$ cat config.mk
export PLATFORM = sky130hd
export DESIGN_NAME = shortest_remaining_time_scheduler
export DESIGN_NICKNAME = d
export VERILOG_FILES = /design/src/sv/srt_pkg.sv /design/src/sv/srt_ram.sv /design/src/sv/srt_pick.sv /design/src/sv/srt_report.sv /design/src/sv/shortest_remaining_time_scheduler.sv
export SDC_FILE = /design/constraint.sdc
export NUM_CORES = 2
export LEC_CHECK = 0
export BUFFER_PORTS_ARGS = -buffer_cell sky130_fd_sc_hd__buf_2
export CAP_MARGIN = 20
export CELL_PAD_IN_SITES_DETAIL_PLACEMENT = 1
export CELL_PAD_IN_SITES_GLOBAL_PLACEMENT = 2
export CORE_ASPECT_RATIO = 0.7
export CORE_MARGIN = 1
export CORE_UTILIZATION = 40
export CTS_BUF_LIST = sky130_fd_sc_hd__clkbuf_4
export DETAILED_ROUTE_END_ITERATION = 7
export PLACE_DENSITY = 0.7
export SYNTH_ARGS = -nofsm -noshare
export SYNTH_HDL_FRONTEND = slang
export SYNTH_HIERARCHICAL = 1
export SYNTH_SLANG_ARGS = --single-unit
$ cat constraint.sdc
create_clock -name clk -period 8.97 [get_ports clk]
set_input_delay 1.794 -clock clk [delete_from_list [all_inputs] [get_ports clk]]
set_output_delay 1.794 -clock clk [all_outputs]
set_load 0.1 [all_outputs]
$ cat src/sv/srt_pkg.sv
package srt_pkg;

	// sizing
	localparam int MAX_PROCS = 16;
	localparam int TIME_BITS = 16;

	localparam int IDX_W = (MAX_PROCS > 1) ? $clog2(MAX_PROCS) : 1;
	localparam int CNT_W = $clog2(MAX_PROCS + 1);
	// arrival plus the sum of all bursts stays below (MAX_PROCS + 1) << TIME_BITS
	localparam int SIM_W = TIME_BITS + CNT_W;

	// port widths
	localparam int ARRIVAL_W = 16;
	localparam int BURST_W   = 16;
	localparam int PIDX_W    = 4;
	localparam int FINISH_W  = 21;
	localparam int WAIT_W    = 20;
	localparam int TOTAL_W   = 24;

	// memory words
	localparam int REC_W = 2 * TIME_BITS;       // arrival, burst
	localparam int DYN_W = TIME_BITS + SIM_W;   // remain, finish

	// one entry coming back from the memories during a scan
	typedef struct packed {
		logic                 vld;
		logic [IDX_W-1:0]     idx;
		logic [TIME_BITS-1:0] arrival;
		logic [TIME_BITS-1:0] remain;
	} scan_t;

	// running result of a scan
	typedef struct packed {
		logic                 have_sel;
		logic [IDX_W-1:0]     sel;
		logic [TIME_BITS-1:0] sel_rem;
		logic                 have_next;
		logic [TIME_BITS-1:0] next_arr;
	} pick_t;

	// control for the report stage
	typedef struct packed {
		logic             vld;
		logic             last;
		logic [IDX_W-1:0] idx;
	} rpt_t;

endpackage

$ cat src/sv/srt_ram.sv
module srt_ram #(
	parameter int WIDTH = 8,
	parameter int DEPTH = 16
) (
	input  logic                                  clk,
	input  logic                                  we,
	input  logic [((DEPTH > 1) ? $clog2(DEPTH) : 1)-1:0] waddr,
	input  logic [WIDTH-1:0]                      wdata,
	input  logic                                  re,
	input  logic [((DEPTH > 1) ? $clog2(DEPTH) : 1)-1:0] raddr,
	output logic [WIDTH-1:0]                      rdata
);

	logic [WIDTH-1:0] mem [DEPTH];

	always_ff @(posedge clk) begin
		if (we) begin
			mem[waddr] <= wdata;
		end
		if (re) begin
			rdata <= mem[raddr];
		end
	end

endmodule

$ cat src/sv/srt_pick.sv
module srt_pick (
	input  logic                           clk,
	input  logic                           arst_n,
	input  logic                           clr,
	input  srt_pkg::scan_t                 scan,
	input  logic [srt_pkg::SIM_W-1:0]      sim_time,
	output srt_pkg::pick_t                 pick
);

	srt_pkg::pick_t pick_q;
	logic live;
	logic arrived;
	logic take_sel;
	logic take_next;

	always_comb begin
		live      = scan.vld && (scan.remain != '0);
		arrived   = srt_pkg::SIM_W'(scan.arrival) <= sim_time;
		// strict less keeps the earlier entry on a tie
		take_sel  = live && arrived &&
			(!pick_q.have_sel || (scan.remain < pick_q.sel_rem));
		take_next = live && !arrived &&
			(!pick_q.have_next || (scan.arrival < pick_q.next_arr));
	end

	always_ff @(posedge clk or negedge arst_n) begin
		if (!arst_n) begin
			pick_q <= '0;
		end else if (clr) begin
			pick_q.have_sel  <= 1'b0;
			pick_q.have_next <= 1'b0;
		end else begin
			if (take_sel) begin
				pick_q.have_sel <= 1'b1;
				pick_q.sel      <= scan.idx;
				pick_q.sel_rem  <= scan.remain;
			end
			if (take_next) begin
				pick_q.have_next <= 1'b1;
				pick_q.next_arr  <= scan.arrival;
			end
		end
	end

	assign pick = pick_q;

endmodule

$ cat src/sv/srt_report.sv
module srt_report (
	input  logic                              clk,
	input  logic                              arst_n,
	input  srt_pkg::rpt_t                     rpt,
	input  logic [srt_pkg::SIM_W-1:0]         finish,
	input  logic [srt_pkg::TIME_BITS-1:0]     arr,
	input  logic [srt_pkg::TIME_BITS-1:0]     bst,
	output logic                              strobe,
	output logic [srt_pkg::PIDX_W-1:0]        proc_index,
	output logic [srt_pkg::FINISH_W-1:0]      finish_time,
	output logic [srt_pkg::WAIT_W-1:0]        wait_time,
	output logic [srt_pkg::TOTAL_W-1:0]       total_wait,
	output logic                              last_result
);

	logic [srt_pkg::SIM_W-1:0]   wait_full;
	logic [srt_pkg::TOTAL_W-1:0] total_nxt;
	logic [srt_pkg::TOTAL_W-1:0] total_q;
	logic                        strobe_q;
	logic [srt_pkg::PIDX_W-1:0]  idx_q;
	logic [srt_pkg::FINISH_W-1:0] finish_q;
	logic [srt_pkg::WAIT_W-1:0]  wait_q;
	logic [srt_pkg::TOTAL_W-1:0] total_out_q;
	logic                        last_q;

	always_comb begin
		wait_full = finish - srt_pkg::SIM_W'(arr) - srt_pkg::SIM_W'(bst);
		total_nxt = total_q + srt_pkg::TOTAL_W'(wait_full);
	end

	always_ff @(posedge clk or negedge arst_n) begin
		if (!arst_n) begin
			strobe_q <= 1'b0;
			total_q  <= '0;
		end else begin
			strobe_q <= rpt.vld;
			if (rpt.vld) begin
				total_q <= rpt.last ? '0 : total_nxt;
			end
		end
	end

	always_ff @(posedge clk) begin
		if (rpt.vld) begin
			idx_q       <= srt_pkg::PIDX_W'(rpt.idx);
			finish_q    <= srt_pkg::FINISH_W'(finish);
			wait_q      <= srt_pkg::WAIT_W'(wait_full);
			total_out_q <= rpt.last ? total_nxt : '0;
			last_q      <= rpt.last;
		end
	end

	assign strobe      = strobe_q;
	assign proc_index  = idx_q;
	assign finish_time = finish_q;
	assign wait_time   = wait_q;
	assign total_wait  = total_out_q;
	assign last_result = strobe_q & last_q;

endmodule

$ cat src/sv/shortest_remaining_time_scheduler.sv
// Preemptive shortest-remaining-time-first scheduler. Process requests
// (arrival, burst) load one per cycle while busy is low; up to 16 are kept
// and further ones are dropped. The request with final_record set starts
// a run: busy rises, the schedule is worked out event by event (a
// completion or an arrival), and one result per loaded process then
// leaves in load order, each on a single strobe cycle, with the summed
// waiting time on the result flagged last_result. The receiver cannot
// stall, so every strobe must be taken when it appears. A run over n
// processes has at most 2n events; every event step scans all n entries
// of the process memory through its single read port, and a last sweep
// reports the results; busy falls on the cycle the last result is
// strobed, and the next batch may load right away.
module shortest_remaining_time_scheduler (
	input  logic                              clk,
	input  logic                              arst_n,
	input  logic                              start,
	output logic                              busy,
	input  logic [srt_pkg::ARRIVAL_W-1:0]     arrival,
	input  logic [srt_pkg::BURST_W-1:0]       burst,
	input  logic                              final_record,
	output logic                              strobe,
	output logic [srt_pkg::PIDX_W-1:0]        proc_index,
	output logic [srt_pkg::FINISH_W-1:0]      finish_time,
	output logic [srt_pkg::WAIT_W-1:0]        wait_time,
	output logic [srt_pkg::TOTAL_W-1:0]       total_wait,
	output logic                              last_result
);

	// sequencer states
	typedef enum logic [4:0] {
		S_IDLE   = 5'b00001,  // loading requests
		S_CHECK  = 5'b00010,  // all done? pick scan or report
		S_SCAN   = 5'b00100,  // sweep the memories, find runner and next arrival
		S_UPDATE = 5'b01000,  // advance time, write back the runner
		S_REPORT = 5'b10000   // sweep again and emit results
	} state_t;

	state_t state_q;

	logic [srt_pkg::CNT_W-1:0] loaded_q;   // processes in this batch
	logic [srt_pkg::CNT_W-1:0] done_q;     // processes finished
	logic [srt_pkg::SIM_W-1:0] time_q;     // simulated time
	logic [srt_pkg::CNT_W-1:0] issue_q;    // next address to read in a sweep

	logic                      rd_vld_s1;  // read data valid
	logic [srt_pkg::IDX_W-1:0] rd_idx_s1;  // address of that data

	// input side
	logic                          accept;
	logic                          ld_we;
	logic [srt_pkg::TIME_BITS-1:0] arr_in;
	logic [srt_pkg::TIME_BITS-1:0] bst_in;

	// memory ports
	logic                          rd_en;
	logic [srt_pkg::IDX_W-1:0]     rd_addr;
	logic                          dyn_we;
	logic [srt_pkg::IDX_W-1:0]     dyn_waddr;
	logic [srt_pkg::DYN_W-1:0]     dyn_wdata;
	logic [srt_pkg::REC_W-1:0]     rec_rdata;
	logic [srt_pkg::DYN_W-1:0]     dyn_rdata;

	logic [srt_pkg::TIME_BITS-1:0] rd_arr;
	logic [srt_pkg::TIME_BITS-1:0] rd_bst;
	logic [srt_pkg::TIME_BITS-1:0] rd_rem;
	logic [srt_pkg::SIM_W-1:0]     rd_fin;
	logic                          last_rd;

	// scan unit
	srt_pkg::scan_t scan;
	srt_pkg::pick_t pick;
	srt_pkg::rpt_t  rpt;

	// update step
	logic [srt_pkg::SIM_W-1:0]     gap;
	logic [srt_pkg::SIM_W-1:0]     rem_ext;
	logic [srt_pkg::SIM_W-1:0]     run_len;
	logic [srt_pkg::TIME_BITS-1:0] new_rem;
	logic [srt_pkg::SIM_W-1:0]     new_time;

	// ---------------------------------------------------------------- input
	assign busy   = (state_q != S_IDLE);
	assign accept = start && !busy;
	assign arr_in = srt_pkg::TIME_BITS'(arrival);
	assign bst_in = srt_pkg::TIME_BITS'(burst);
	// requests past capacity are dropped but a final one still starts the run
	assign ld_we  = accept && (loaded_q < srt_pkg::CNT_W'(srt_pkg::MAX_PROCS));

	// ---------------------------------------------------------------- reads
	assign rd_en   = ((state_q == S_SCAN) || (state_q == S_REPORT)) && (issue_q < loaded_q);
	assign rd_addr = issue_q[srt_pkg::IDX_W-1:0];

	assign {rd_arr, rd_bst} = rec_rdata;
	assign {rd_rem, rd_fin} = dyn_rdata;

	assign last_rd = rd_vld_s1 &&
		((srt_pkg::CNT_W'(rd_idx_s1) + srt_pkg::CNT_W'(1)) == loaded_q);

	// ---------------------------------------------------------------- update math
	always_comb begin
		// the next arrival lies strictly ahead of the current time
		gap      = srt_pkg::SIM_W'(pick.next_arr) - time_q;
		rem_ext  = srt_pkg::SIM_W'(pick.sel_rem);
		run_len  = (pick.have_next && (gap < rem_ext)) ? gap : rem_ext;
		new_rem  = pick.sel_rem - srt_pkg::TIME_BITS'(run_len);
		new_time = time_q + run_len;
	end

	// ---------------------------------------------------------------- writes
	// load writes in idle, runner write-back in update; the sequencer keeps
	// the write-back in a cycle of its own, clear of any sweep read
	always_comb begin
		dyn_we    = 1'b0;
		dyn_waddr = loaded_q[srt_pkg::IDX_W-1:0];
		dyn_wdata = {bst_in, srt_pkg::SIM_W'(arr_in)};
		if (state_q == S_UPDATE) begin
			dyn_we    = pick.have_sel;
			dyn_waddr = pick.sel;
			dyn_wdata = {new_rem, new_time};
		end else begin
			dyn_we = ld_we;
		end
	end

	srt_ram #(
		.WIDTH (srt_pkg::REC_W),
		.DEPTH (srt_pkg::MAX_PROCS)
	) u_rec_ram (
		.clk   (clk),
		.we    (ld_we),
		.waddr (loaded_q[srt_pkg::IDX_W-1:0]),
		.wdata ({arr_in, bst_in}),
		.re    (rd_en),
		.raddr (rd_addr),
		.rdata (rec_rdata)
	);

	srt_ram #(
		.WIDTH (srt_pkg::DYN_W),
		.DEPTH (srt_pkg::MAX_PROCS)
	) u_dyn_ram (
		.clk   (clk),
		.we    (dyn_we),
		.waddr (dyn_waddr),
		.wdata (dyn_wdata),
		.re    (rd_en),
		.raddr (rd_addr),
		.rdata (dyn_rdata)
	);

	// ---------------------------------------------------------------- scan unit
	always_comb begin
		scan.vld     = rd_vld_s1 && (state_q == S_SCAN);
		scan.idx     = rd_idx_s1;
		scan.arrival = rd_arr;
		scan.remain  = rd_rem;
	end

	srt_pick u_pick (
		.clk      (clk),
		.arst_n   (arst_n),
		.clr      (state_q == S_CHECK),
		.scan     (scan),
		.sim_time (time_q),
		.pick     (pick)
	);

	// ---------------------------------------------------------------- report
	always_comb begin
		rpt.vld  = rd_vld_s1 && (state_q == S_REPORT);
		rpt.last = last_rd;
		rpt.idx  = rd_idx_s1;
	end

	srt_report u_report (
		.clk         (clk),
		.arst_n      (arst_n),
		.rpt         (rpt),
		.finish      (rd_fin),
		.arr         (rd_arr),
		.bst         (rd_bst),
		.strobe      (strobe),
		.proc_index  (proc_index),
		.finish_time (finish_time),
		.wait_time   (wait_time),
		.total_wait  (total_wait),
		.last_result (last_result)
	);

	// ---------------------------------------------------------------- sequencer
	always_ff @(posedge clk or negedge arst_n) begin
		if (!arst_n) begin
			state_q   <= S_IDLE;
			loaded_q  <= '0;
			done_q    <= '0;
			time_q    <= '0;
			issue_q   <= '0;
			rd_vld_s1 <= 1'b0;
			rd_idx_s1 <= '0;
		end else begin
			rd_vld_s1 <= rd_en;
			rd_idx_s1 <= rd_addr;
			if (rd_en) begin
				issue_q <= issue_q + srt_pkg::CNT_W'(1);
			end
			unique case (state_q)
				S_IDLE: begin
					if (ld_we) begin
						loaded_q <= loaded_q + srt_pkg::CNT_W'(1);
						// a zero burst is finished at its arrival
						if (bst_in == '0) begin
							done_q <= done_q + srt_pkg::CNT_W'(1);
						end
					end
					if (accept && final_record) begin
						state_q <= S_CHECK;
					end
				end
				S_CHECK: begin
					issue_q <= '0;
					state_q <= (done_q == loaded_q) ? S_REPORT : S_SCAN;
				end
				S_SCAN: begin
					if (last_rd) begin
						state_q <= S_UPDATE;
					end
				end
				S_UPDATE: begin
					if (pick.have_sel) begin
						time_q <= new_time;
						if (new_rem == '0) begin
							done_q <= done_q + srt_pkg::CNT_W'(1);
						end
					end else begin
						// idle stretch: jump to the next arrival
						time_q <= srt_pkg::SIM_W'(pick.next_arr);
					end
					state_q <= S_CHECK;
				end
				S_REPORT: begin
					if (last_rd) begin
						loaded_q <= '0;
						done_q   <= '0;
						time_q   <= '0;
						state_q  <= S_IDLE;
					end
				end
				default: begin
					state_q <= S_IDLE;
				end
			endcase
		end
	end

	// ---------------------------------------------------------------- checks
	// an update always has something to do while processes remain
	a_update_has_work: assert property (@(posedge clk) disable iff (!arst_n)
		(state_q == S_UPDATE) |-> (pick.have_sel || pick.have_next))
		else $error("update step with no runner and no pending arrival");

	// the finished count never runs past the batch
	a_done_bounded: assert property (@(posedge clk) disable iff (!arst_n)
		done_q <= loaded_q)
		else $error("done count exceeds loaded count");

	// results only come out of a report sweep
	a_strobe_from_report: assert property (@(posedge clk) disable iff (!arst_n)
		strobe |-> $past(state_q == S_REPORT))
		else $error("result strobe outside report sweep");

	// write-back never shares a cycle with a sweep read
	a_no_rmw_overlap: assert property (@(posedge clk) disable iff (!arst_n)
		(state_q == S_UPDATE) |-> !rd_en && !rd_vld_s1)
		else $error("write-back overlaps a memory read");

	// the last result closes the run
	a_last_ends_run: assert property (@(posedge clk) disable iff (!arst_n)
		last_result |-> (loaded_q == '0) || $past(state_q == S_REPORT, 1) && !busy
			|| (state_q == S_IDLE))
		else $error("last result while a run is still open");

endmodule
Word level (Yosys, flattened, before mapping):

Memory sizes are Yosys's and may differ from the RTL's. A register that Yosys moved wholly into a read port is not among the register bits.
Cells that the tools add are included.

* order comparisons: 6
* div/mod/pow operators: 0
* add/subtract/negate cells: 10
* bitwise gates (word level): 2
* reductions and logical operators: 35
* eq/ne operators: 15
* multipliers: 0
* mux-type cells: 31
* shift operators: 0

Operators by type and width (number)
* 2-to-1 mux 21 bit: 4
* 2-to-1 mux 5 bit: 12
* one-hot mux 21 bit (2 select lines): 1
* subtractor 21 x 16 -> 21 bit: 2
* 2-to-1 mux 37 bit: 1
* logical NOT 16 bit: 2
* less-than comparator 16 bit: 2
* one-hot mux 5 bit (5 select lines): 1
* adder 24 x 21 -> 24 bit: 1
* 2-to-1 mux 24 bit: 1
* adder 21 bit: 1
* <= comparator 16 x 21 -> 1 bit: 1
* less-than comparator 21 x 16 -> 1 bit: 1
* subtractor 16 x 21 -> 21 bit: 1
* 2-to-1 mux 17 bit: 1
* nonzero test 16 bit: 1
* subtractor 16 bit: 1
* adder 5 x 1 -> 5 bit (second input constant): 3
* one-hot mux 5 bit (3 select lines): 1
* logical AND 1 bit: 13
* == test 5 bit: 2
* != test 2 bit (second input constant): 5
* one-hot mux 5 bit (2 select lines): 1
* nonzero test 2 bit: 5
* other kinds (20): 35

* bits of input ports: 36
* register bits after elaboration: 179
* bits in writable memories: 1104
* output and inout bits: 72
* bits in latches: 0
* memories: 2
* bits in read-only memories: 0
* word-level logic and storage cells: 120

Memories
* u_dyn_ram.mem: depth 16, width 37, read ports 1, clocked after Yosys merged registers in 1, write ports 1, RTL line srt_ram.sv:14 `logic [WIDTH-1:0] mem [DEPTH];`
* u_rec_ram.mem: depth 16, width 32, read ports 1, clocked after Yosys merged registers in 1, write ports 1, RTL line srt_ram.sv:14

Logic depth before layout (Yosys ltp):

* depth after elaboration: 9
* gate-level depth with buffers: 33

By module:

The synthesis kept the hierarchy.

By module, submodules not included
* srt_ram at u_dyn_ram: instances 1, area each 23312.4 µm², seq. area each 18888.1 µm², cells each 963
* srt_ram at u_rec_ram: instances 1, area each 20174.3 µm², seq. area each 16335.7 µm², cells each 838
* shortest_remaining_time_scheduler: instances 1, area each 6113.4 µm², seq. area each 1152.4 µm², cells each 810
* srt_report: instances 1, area each 6029.5 µm², seq. area each 2727.6 µm², cells each 557
* srt_pick: instances 1, area each 2692.6 µm², seq. area each 950.9 µm², cells each 259

Least setup slack after synthesis:

No wires, ideal clock.

* kind: flip-flop to flip-flop
* start point: reg loaded_q[1] (netlist name)
* end point: reg issue_q[3] (netlist name)
* slack: 1.205 ns
* library setup time: 0.155 ns
* buffers on the path: 0
* data arrival time: 7.611 ns
* cell stages (with the launch flop): 11
* cells stage by stage: dfrtp_1 inv_1 ha_1 a21oi_1 nor2b_1 o21ai_0 nand2b_1 a221oi_1 nand4_1 xor2_1 nor2_1

* word-level cells in the longest chain between the ends: 3

RTL lines
* start, declared: RTL line shortest_remaining_time_scheduler.sv:40 `logic [srt_pkg::CNT_W-1:0] loaded_q;`
* start signal, assigned: RTL line shortest_remaining_time_scheduler.sv:209 `loaded_q <= loaded_q + srt_pkg::CNT_W'(1);`
* less-than comparator 5 bit: RTL line shortest_remaining_time_scheduler.sv:90 `assign rd_en = ((state_q == S_SCAN) || (state_q == S_REPORT)) && (issue_q < loaded_q);`
* logical AND 1 bit: RTL line shortest_remaining_time_scheduler.sv:90
* named net rd_en: RTL line shortest_remaining_time_scheduler.sv:55 `logic rd_en;`
* nonzero test 2 bit (no source line)
* end signal, assigned: RTL line shortest_remaining_time_scheduler.sv:204 `issue_q <= issue_q + srt_pkg::CNT_W'(1);`
* end, declared: RTL line shortest_remaining_time_scheduler.sv:43 `logic [srt_pkg::CNT_W-1:0] issue_q;`

The timed path passes the listed nets, and every way through them passes these cells.
A chain may end at the register's enable or synchronous reset.

Final worst setup path:

* start point: reg time_q[0] (netlist name)
* end point: mem u_dyn_ram/mem[4][20] (netlist name) (data pin)

* word-level cells in the longest chain between the ends: 6

RTL lines
* start, declared: RTL line shortest_remaining_time_scheduler.sv:42 `logic [srt_pkg::SIM_W-1:0] time_q;`
* start signal, assigned: RTL line shortest_remaining_time_scheduler.sv:230 `time_q <= new_time;`
* start signal, assigned: RTL line shortest_remaining_time_scheduler.sv:236 `time_q <= srt_pkg::SIM_W'(pick.next_arr);`
* subtractor 16 x 21 -> 21 bit: RTL line shortest_remaining_time_scheduler.sv:102 `gap = srt_pkg::SIM_W'(pick.next_arr) - time_q;`
* less-than comparator 21 x 16 -> 1 bit: RTL line shortest_remaining_time_scheduler.sv:104 `run_len = (pick.have_next && (gap < rem_ext)) ? gap : rem_ext;`
* logical AND 1 bit: RTL line shortest_remaining_time_scheduler.sv:104
* 2-to-1 mux 21 bit: RTL line shortest_remaining_time_scheduler.sv:104
* adder 21 bit (*): RTL line shortest_remaining_time_scheduler.sv:106 `new_time = time_q + run_len;`
* 2-to-1 mux 37 bit (*): RTL line shortest_remaining_time_scheduler.sv:116 `if (state_q == S_UPDATE) begin`
* named net dyn_wdata, one bit: RTL line shortest_remaining_time_scheduler.sv:59 `logic [srt_pkg::DYN_W-1:0] dyn_wdata;`
* end, declared: RTL line srt_ram.sv:14

The timed path passes the listed nets; every way through them passes the cells marked *.

==> results list <==
- The flow ran to the end, and the final reports show no timing, DRC or antenna violations.
- Instance count on the critical path: 29
- Insertion delay of the later-clocked pin in the worst-skew pair: 1.32 ns
- Summed over all instances, the cell type with the most area after synthesis is edfxtp_1.
* Placer Congestion: ~0.82
- Final worst path period need: 8.25 ns
- Average via count per standard cell: 5.57
- Total CTS buffers: 346
- Worst Path Max Fanout: 16
- Number of DRC markers after the initial detailed-route iteration: about 3200
- TritonCTS built the clock tree.
- Cell area power density: 184 nW/µm²
- In the final routed layout, each cell accounts on average for 27.5 µm.
- Core outline area: 144000 µm²
- Type of the worst setup path: reg2reg
- The floorplan step defined a die boundary enclosing 147000 µm².
- Ratio of final minimum period to clock period: 0.919
- After global routing the overflow that remains totals 0.
- The largest single stage delay on the critical path is slightly below 0.7 ns.
- The first global-routing pass estimated 241000 µm of wire.
- Accumulated negative setup slack: 0 ns
- Count of max-cap constraint violations: 0
- Cell type of the slowest stage on the worst timing path: nor2_1
* Synth area leaders: edfxtp_1, mux4_2, dfrtp_1
- Post-cts sizing count: 0
* Clock Skews: 0.127 ns
- Number of distinct library cells after synthesis: 111
- For this run, the number of Yosys warnings is 6.
- The number of nets in the synthesized netlist is 3641.
* Final-report setup violation count: 0
- The cell family contributing the most delay on the critical path is compound AO/OA/AOI/OAI gates.
- The final hold violation count is 0.
- Number of fill cells: roughly 14000
- Headroom to the max-slew limit: 0.207
- Vertical die dimension: around 320 µm
- The floorplan has 116 rows.
- Post-synthesis area per instance: 17.0 µm²
- Path depth of the worst reg2reg path: 29
- Total I/O pin count: roughly 110
- For this run, the leading register cell type out of synthesis is edfxtp_1.
* Share of final-layout standard cells stronger than drive strength 1: 0.278
* Post-detail-place hpwl: 101000 µm
- Hold/Removal Path Class: reg2reg
* Total global-route track usage: 0.227
* Final routed wirelength across all metal layers: 166000 µm
* Number of enable-type register cells in the synthesized netlist: roughly 1200
* Peak supply drop: 113 µV
- Vias in the first global route: around 35000
- Nature of the critical path endpoint: flip-flop
* Clock input transition at the sequential cells of the worst setup and hold paths: 0.06 ns
- Post-synthesis instance area: 58300 µm²
- Post-cts hold buffer count: 0
- Fraction of synthesized cell area taken by the top area cell type: 0.640
- Counting flops with an async set or reset pin after synthesis yields a share of 0.0806.
* Drt pass-1 iters: 5
- After detailed routing, the number of remaining DRC violations is 0.
- Setup repair after global routing left no endpoint under its margin.
- The root buffer cell chosen for the clock tree is clkbuf_4.
- The worst hold path passes through 2 cells.
- Port Buf Inserts: 107
- STA classifies the critical path startpoint as a flip-flop.
* Maximum number of pins on one net before global-route repair: ~130
- Synth-to-layout area growth: 12.8%
- Data arrival at the endpoint of the critical path: between 9 and 10 ns
- Number of antenna violations at the first check in global routing: 9
* Post-detailed-route count of antenna-violating nets: 0
- Hold_ws: between 0.4 and 0.5 ns
* Total number of vias: 33600
- After synthesis the netlist holds a flip-flop and latch count of 1352.
* Clock sink total: 1352
- Highest attainable clock frequency: 121 MHz
- Post-layout net count: 4045
- Worst Path Buf+Inv: 1
- The final count of pins violating max slew was 0.
* Count of H-tree levels built during CTS: 5
- The initial utilization of the core area, before any placement, comes to 0.405.
- Actual transition at the worst max-transition pin: 1.19 ns
- Post-CTS Setup Inserts: 0
- The floorplan step set the die width to 458 µm.
* Cell count after synthesis: 3427
- For this design the static power due to leakage is 0.0226 µW.
- For the worst setup path, the data required time is about 9.9 ns.
* Buffer levels on the longest clock path: 4
* Post-synthesis sequential area ratio: 0.687
per-layer routing:
layer,share of wire,global-route usage,up-vias
met2,0.43,0.328,1137
met5,0,0,-
met1,0.48,0.342,17600
met4,0.018,0.0614,0
li1,-,-,14600
met3,0.072,0.0533,230
worst min-delay path: cells and delay by family (launching register included):
family | cells | cell delay (ns)
flip-flops | 1 | 0.35
AND/OR/NAND/NOR | 1 | 0.06
AO/OA/AOI/OAI | 1 | 0.05
kinds of logic after synthesis:
logic type / count (synthesis) / share of synthesized area
buf+inv: 308 / 0.0228
simple gates: 614 / 0.0509
compound gates: 546 / 0.0659
xor+xnor: 85 / 0.0129
fa+ha+maj: 178 / 0.0408
mux: 344 / 0.120
flops: 1352 / 0.687
registers in the layout (all words and copies together), names as in the netlist, 20 cells and up:
signal,count
u_rec_ram/mem,512
u_dyn_ram/rdata,37
u_report/wait_time,20
u_pick/pick,38
u_report/finish_time,21
u_report/total_wait,24
u_rec_ram/rdata,32
time_q,21
u_dyn_ram/mem,592
u_report/total_q,24
through the flow:
stage	total power (µW)	utilization	std cells	worst slack [ns]	cell area, µm²
2_1_floorplan	7020	-	3427	1.20	58300
3_3_place_gp	7120	0.428	5428	0.879	61600
3_5_place_dp	7120	0.428	5428	0.769	61600
4_1_cts	12300	0.457	6012	0.789	65700
5_1_grt	12500	0.457	6023	0.0183	65800
6_report	12100	0.457	6025	0.723	65800
layout by cell type, fill, tap and decap left out, types with 52 or more instances in the layout:
| master | count |
|---|---|
| o21ai_0 | 89 |
| dfrtp_1 | 106 |
| inv_1 | 172 |
| edfxtp_1 | 1243 |
| a22oi_1 | 141 |
| a21oi_1 | 92 |
| nand3_1 | 64 |
| xnor2_1 | 52 |
| nor2_1 | 84 |
| buf_2 | 106 |
| ha_1 | 158 |
| clkinv_1 | 74 |
| mux4_2 | 276 |
| clkbuf_4 | 486 |
| buf_4 | 82 |
| nand2_1 | 236 |
layout make-up:
type	instances	area, µm²	area share
clock inverter	98	499	0.00759
clock buffer	486	3650	0.0555
timing repair buffer	192	1220	0.0185
sequential	1352	40100	0.609
multi-input combinational	1767	17200	0.262
tap	1947	2440	0.0370
inverter	172	646	0.00982
antenna	11	27.5	0.000418
synthesized netlist by cell type, drive strengths merged, types with 7 or more instances:
library cell  number
a21o              33
nand3b            13
nand2            236
nor2             111
edfxtp          1243
or3               19
o31a               7
or2                9
a31oi             13
mux2i             18
mux2              50
and2              17
nand2b            18
buf               66
xnor2             53
nand4             23
xor2              32
a22oi            141
o31ai              9
nor3              35
o21bai             7
fa                20
dfrtp            108
mux4             276
o21ai            101
o21a              26
nand3             66
nor4              14
nor2b             16
o2bb2ai            9
a211oi            16
o211ai            15
ha               158
a21oi             93
clkbuf            69
inv              172
and3              13
worst paths after layout:
kind                                     start                    to  slack [ns]
setup / recovery                     time_q[0]  u_dyn_ram/mem[4][20]        0.72
hold / removal             u_report/total_q[8]   u_report/total_q[8]        0.50
setup reg to reg                     time_q[0]  u_dyn_ram/mem[4][20]        0.72
hold reg to reg            u_report/total_q[8]   u_report/total_q[8]        0.50
max in group asynchronous               arst_n       u_pick/pick[10]        7.15
min in group asynchronous               arst_n       u_report/strobe        0.52
where the power goes:
group,total [µW],internal [µW],leakage [µW],switching [µW]
clock network,5110,2610,0.00248,2510
logic,125,14.5,0.00758,111
registers,6860,6860,0.0126,0
total,12100,9480,0.0226,2620
Power figures use the tool's default switching activity.
